<file path="config.mk">
export PLATFORM = sky130hd
export DESIGN_NAME = fpa_front
export DESIGN_NICKNAME = d
export VERILOG_FILES = /design/src/rtl/fpa_pkg.sv /design/src/rtl/fpa_front.sv
export SDC_FILE = /design/constraint.sdc
export NUM_CORES = 2
export LEC_CHECK = 0
export ABC_AREA = 1
export BUFFER_PORTS_ARGS = -buffer_cell sky130_fd_sc_hd__buf_2
export CORE_MARGIN = 5
export CORE_UTILIZATION = 35
export DETAILED_ROUTE_END_ITERATION = 10
export GPL_TIMING_DRIVEN = 0
export HOLD_SLACK_MARGIN = 0.15
export PLACE_DENSITY = 0.6
export SLEW_MARGIN = 40
export SYNTH_ARGS = -nofsm -noshare
export SYNTH_HDL_FRONTEND = slang
export SYNTH_SLANG_ARGS = --single-unit
export TNS_END_PERCENT = 1
</file>
<file path="constraint.sdc">
create_clock -name clk -period 0.8 [get_ports clk]
set_input_delay 0.04 -clock clk [delete_from_list [all_inputs] [get_ports clk]]
set_output_delay 0.04 -clock clk [all_outputs]
set_load 0.02 [all_outputs]
</file>
<file path="src/rtl/fpa_pkg.sv">
// Package for the fixed-point ALU: opcodes, beat structs, sizing constants.
// No dependencies.
`timescale 1ns / 1ps
package fpa_pkg;
	localparam int unsigned FracBitsDefault = 8;
	localparam int unsigned WordW = 32;
	localparam int unsigned KindW = 4;
	localparam int unsigned DivW = 64;

	typedef enum logic [KindW-1:0] {
		K_ADD = 4'd0, K_SUB = 4'd1, K_MUL = 4'd2, K_DIV = 4'd3,
		K_MIN = 4'd4, K_MAX = 4'd5, K_EQ = 4'd6, K_NE = 4'd7,
		K_GT = 4'd8, K_GE = 4'd9, K_LT = 4'd10, K_LE = 4'd11,
		K_INC = 4'd12, K_DEC = 4'd13, K_TOINT = 4'd14, K_NONE = 4'd15
	} kind_t;

	typedef struct packed {
		logic [KindW-1:0]  kind;
		logic signed [WordW-1:0] operand_a;
		logic signed [WordW-1:0] operand_b;
	} in_beat_t;

	typedef struct packed {
		logic signed [WordW-1:0] result_raw;
		logic compare_true;
		logic divide_by_zero;
	} out_beat_t;

	// carried down the divider chain
	typedef struct packed {
		logic              vld;
		logic              is_div;
		logic              neg;
		logic              dz;
		logic [WordW-1:0]  fast;
		logic              cmp;
		logic [DivW-1:0]   num;
		logic [DivW-1:0]   rem;
		logic [WordW-1:0]  den;
	} cell_t;
endpackage

</file>
<file path="src/rtl/fpa_front.sv">
// Entry stage: add, subtract, compare and other simple ops, multiply, divider operand set-up.
// Depends on fpa_pkg.
`timescale 1ns / 1ps
module fpa_front #(
	parameter int unsigned FRAC_BITS = fpa_pkg::FracBitsDefault
) (
	input  logic            clk,
	input  logic            arst_n,
	input  logic            en,
	input  logic            vld,
	input  fpa_pkg::in_beat_t d,
	output fpa_pkg::cell_t  q
);
	import fpa_pkg::*;
	logic signed [WordW-1:0] a, b;
	logic signed [2*WordW-1:0] prod;
	logic [WordW-1:0] ma, mb, res;
	logic lt, eq, cmp;
	cell_t nx;

	assign a = d.operand_a;
	assign b = d.operand_b;
	assign prod = a * b;
	assign lt = a < b;
	assign eq = a == b;
	assign ma = a[WordW-1] ? WordW'(-a) : a;
	assign mb = b[WordW-1] ? WordW'(-b) : b;

	always_comb begin
		res = '0;
		cmp = 1'b0;
		case (d.kind)
			K_ADD:   res = a + b;
			K_SUB:   res = a - b;
			K_MUL:   res = prod[FRAC_BITS +: WordW];
			K_MIN:   res = lt ? a : b;
			K_MAX:   res = (!lt && !eq) ? a : b;
			K_EQ:    cmp = eq;
			K_NE:    cmp = !eq;
			K_GT:    cmp = !lt && !eq;
			K_GE:    cmp = !lt;
			K_LT:    cmp = lt;
			K_LE:    cmp = lt || eq;
			K_INC:   res = a + 1;
			K_DEC:   res = a - 1;
			K_TOINT: res = a >>> FRAC_BITS;
			default: res = '0;
		endcase
		nx.vld = vld;
		nx.is_div = d.kind == K_DIV;
		nx.neg = a[WordW-1] ^ b[WordW-1];
		nx.dz = (d.kind == K_DIV) && (b == '0);
		nx.fast = res;
		nx.cmp = cmp;
		nx.num = {{(DivW-WordW){1'b0}}, ma} << FRAC_BITS;
		nx.rem = '0;
		nx.den = mb;
	end

	always_ff @(posedge clk or negedge arst_n) begin
		if (!arst_n) begin
			q <= '0;
		end else if (en) begin
			q <= nx;
		end
	end
endmodule

</file>
; ---- Word level (Yosys, flattened, before mapping)
; Cells that the tools add are included.
[word_totals]
latchBits = 0
mem_bits_rw = 0
register_bits = 101
mem_bits_ro = 0
inputBits = 72
n_memories = 0
wordCells = 45
output_inout_bits = 197
[classes]
n_reduce_logical = 7
multipliers = 1
mux = 6
div = 0
n_eq_ne = 15
add_sub_neg = 6
n_lt_le_gt_ge = 1
n_bitwise = 1
shift = 0
[ops]
columns = op, n
row1 = 32-bit case mux with 8 select lines, 1
row2 = 32-bit two-way mux, 4
row3 = 32-bit negation, 2
row4 = 32-bit by 32-bit multiplier with 40-bit output, 1
row5 = 32-bit by 2-bit adder with 32-bit output (second input constant), 1
row6 = 32-bit adder, 1
row7 = 32-bit == test, 1
row8 = 32-bit logical NOT, 1
row9 = 32-bit < comparator, 1
row10 = 32-bit by 2-bit subtractor with 32-bit output (second input constant), 1
row11 = 32-bit subtractor, 1
row12 = 4-bit == test (second input constant), 7
row13 = 4-bit by 3-bit == test with 1-bit output (second input constant), 4
row14 = 4-bit by 2-bit == test with 1-bit output (second input constant), 2
row15 = 1-bit case mux with 6 select lines, 1
row16 = 4-bit by 1-bit == test with 1-bit output (second input constant), 1
row17 = 4-bit logical NOT, 1
row18 = 1-bit logical AND, 2
row19 = 1-bit logical NOT, 2
row20 = 1-bit logical OR, 1
row21 = 1-bit XOR, 1

; ---- Logic depth before layout (Yosys ltp)
[logic_depth]
ltp_word = 5
depth_mapped = 36

; ---- Worst setup path before layout
; Ideal clock, no wire load.
[synth_timing]
kind = input -> register
startpoint = input d[52] in the netlist's numbering
endpoint = register q[190] in the netlist's numbering
arrival_ns = 6.511
slack_ns = -5.827
setup_time_ns = 0.117
n_path_buf = 3
cell_stages = 27
path_cell_list = clkbuf_1 clkbuf_1 clkbuf_1 nand2_1 fa_1 fa_1 fa_1 fa_1 inv_1 fa_1 fa_1 fa_1 fa_1 ha_1 nand2_1 nor2_1 inv_1 nor4_1 o21ai_0 nand3_1 nand2_1 nand3_1 nand2_1 inv_1 nand4_1 nand2_1 nand2_1
[synth_via]
elab_chain_len = 5
[synth_lines]
columns = element, line
row1 = start: declaration, fpa_front.sv:11  ; input fpa_pkg::in_beat_t d,
row2 = "parallel branches: the longest is 4 deep, another holds 32-bit by 32-bit multiplier with 40-bit output", --
row3 = 32-bit case mux with 8 select lines *, fpa_front.sv:32  ; case (d.kind)
row4 = end signal: assignment, fpa_front.sv:64  ; q <= nx;
row5 = end: declaration, fpa_front.sv:12  ; output fpa_pkg::cell_t q
; Every way passes the cells marked *.
; A chain may end at the register's enable or synchronous reset.

; ---- Final worst setup path
[layout_timing]
startpoint = input d[11] in the netlist's numbering
endpoint = register q[179] in the netlist's numbering
; Same word-level chain as after synthesis.

==> flow_summary.ini <==
[run_status]
status = finished with violations
failed_checks = negative hold slack, negative setup slack

[setup_path]
critPathSlowestCell = fa_2
start_kind = primary input
r2r_slack_ns = 0
crit_path_max_incr_delay_ns = 0.68
cp-end-kind = flip-flop
critPathArrivalTime_ns = 6.90
critical_path.max_fanout = 5
worstSetupPathType = primary input to flip-flop
cp.required_ns = 1.07
cp_common_cell = fa_1

[global_routing]
grt_pass1_vias = 37346
grt_max_degree = 73
antenna_found_initial = 10
grtUsageTotal = 0.3153
grt_overflow = 0
grt_pass1_wl_mm = 257.9

[timing]
finClkSkew_ns = 0
post-route-period-util = 8.291
whs_ns = -0.4917
rsz0062_at_grt = true
period_needed_ns = 6.633
relSlewSlack = 0.3409
finalMaxSlewViolations = 0
fmax_ghz = 0.1508
tns_ns = -253.71
setup_ws_ns = -5.833
worst_slew_pin_slew_ns = 0.9886
finalSetupViolCount = 198
hold_viol = 101

[placed_design]
io_buffers = 164
gp_congestion = 1.037
hpwlAfterDp_mm = 150.0

[clock_network]
clk_pin_slew_ns = 0.08
numCtsBuffers = 9
cts_root_buffer = clkbuf_16
cts_tree = yes
cts.sinks = 101
clockBufferDepth = 2
cts_max_level = 3
clock_latency_ns = 0.38
hold_buffers = 3

[final_layout]
post-route-util = 0.4373
largest_reg_flops = 101
fill_cells = 10995
seqCellArea_um2 = 2540
area_delta_synth_final_pct = 24.61
multi_input_area_um2 = 30160
drive_above_1_share = 0.1797
regMostFlops = q
nets = 6766
top_regs = q: 101 flops

[logic_synthesis]
syn_inst = 5401
synthTopCellsByArea = fa_1, nand2_1, inv_1
synthArstFlopShare = 1.000
synth_edf_count = 0
synth_top_area_frac = 0.3446
synth.avg_cell_area_um2 = 6.926
synth_largest_area_cell = fa_1
ys_top_cells_by_count = nand2_1, inv_1, fa_1
syn_area_um2 = 37410
synth.most_common_cell = nand2_1
synth_ff_type = dfrtp_1
yosysUniqueCellTypes = 50
synth_seq_cells = 101
ys_warn_count = 0
synth.yosys.seq_area_share = 0.06756

[floorplan]
num_rows = 120
core-area_um2 = 106600
start_util = 0.3509
die_x_um = 336.9
pin_count = 269
die_area_um2 = 113500
dieHeight_um = 336.9

[route]
vias = 37201
wl_mm = 181.3
wire_per_inst_um = 25.09
drtIter0Drc = 3544
vias_per_cell = 5.150
remaining_drc_errors = 0
antenna_left = 0
dr.pass1.iters = 7

[pwr]
p_leak_nw = 26.30
pwr-share-seq = 0.030
power_frac_comb = 0.950
internal_power_mw = 96.78
p_sw_mw = 134.8
clkPwrFrac = 0.020
peakVddDrop_mv = 6.686
pwr_density_cell_nw_per_um2 = 4968
p_sw_frac = 0.5821

[job]
drv_cap = 0

[worst_hold_path]
min_path_type = primary input to async pin
[power groups by stage]
stage / Sequential, mW / Clock, mW / Combinational (mW)
after floorplan: 8.12 / 0 / 137
after global routing: 7.05 / 4.80 / 233
final: 6.99 / 4.60 / 220
after detailed placement: 6.78 / 0 / 150
after CTS: 6.86 / 4.66 / 210
after global placement: 6.80 / 0 / 148
[metal layers]
metal | global-route usage | up-vias | wire (um) | share of wire
li1 | - | 16531 | - | -
met1 | 0.4091 | 18306 | 71470 | 0.39
met2 | 0.4930 | 1879 | 78440 | 0.43
met3 | 0.05610 | 479 | 16680 | 0.092
met4 | 0.1897 | 6 | 14630 | 0.081
met5 | 0 | - | 45 | 0.00025
[final cells by class]
type,instances,share of cell area
flip-flops and latches,101,0.05449
repair buffers,303,0.05548
diodes,6,0.0003221
plain buffers,343,0.08739
multi-input cells,3673,0.6470
well taps,1403,0.03766
clock buffers,9,0.004831
inverters,1379,0.1114
clock inverters,7,0.001423
[stage by stage]
stage	setup WS [ns]	hold slack, ns	cells	total power, mW	area, um^2
global route	-5.970	-0.4755	7218	244.5	46600
finish	-5.833	-0.4917	7224	231.6	46620
floorplan	-5.225	-0.2556	5496	145.0	38630
detailed placement	-7.619	-0.07515	7067	156.3	41280
CTS	-5.703	-0.4889	7208	221.5	45760
global placement	-7.818	0.2432	7063	154.5	41200
[logic make-up (layout without fill, tap and decap cells)]
kind of cell,count (synthesis),count (layout),synth area share
DFF,101,101,0.06756
buffers and inverters,1722,2041,0.1840
AOI/OAI and AO/OA,543,543,0.08137
adders and majority gates,884,884,0.4249
other,1,102,0.0001002
xor gates and xnor gates,62,62,0.01452
and+or+nand+nor,2088,2088,0.2276
[placed cells by master, fill, tap and decap left out, types with 36 or more instances in the layout]
cell type,Yosys,final
clkbuf_16,0,58
buf_4,97,234
dfrtp_1,101,91
clkbuf_8,0,44
buf_2,19,94
nand4_1,52,52
nand2_2,7,49
nand2_1,1469,1415
o21ai_0,213,144
nand3_1,177,156
nor2_1,276,224
o21ai_2,0,36
fa_1,644,606
inv_1,1375,1338
ha_1,240,205
a21oi_1,214,188
nor2_2,4,36
fa_2,0,38
o211ai_1,38,38
conb_1,1,96
buf_6,4,98
[worst paths after layout]
check / start / to / cells past startpoint
worst max-delay path: d[11] / q[179] / 29
worst min-delay path: arst_n / q[7] / 1
worst max register to register: q[106] / q[106] / 2
worst min register to register: q[174] / q[174] / 2
min in group clk: d[64] / q[195] / 3
max in group asynchronous: arst_n / q[172] / 2
[critical path, delay by kind of cell]
family | cells | cell delay, ns
AND/OR/NAND/NOR | 10 | 1.18
buffers and inverters | 7 | 0.73
AO/OA/AOI/OAI | 3 | 0.44
adder cells (fa/ha/maj) | 9 | 4.48
[timing repair]
item                                    CTS  global route
cloned                                    2             0
gates resized for setup                 795           235
pin swaps                               181            88
hold endpoints to repair                106           103
endpoints found under the setup margin  202           202
buffers inserted                        120             9
(Power assumes the default switching activity.)
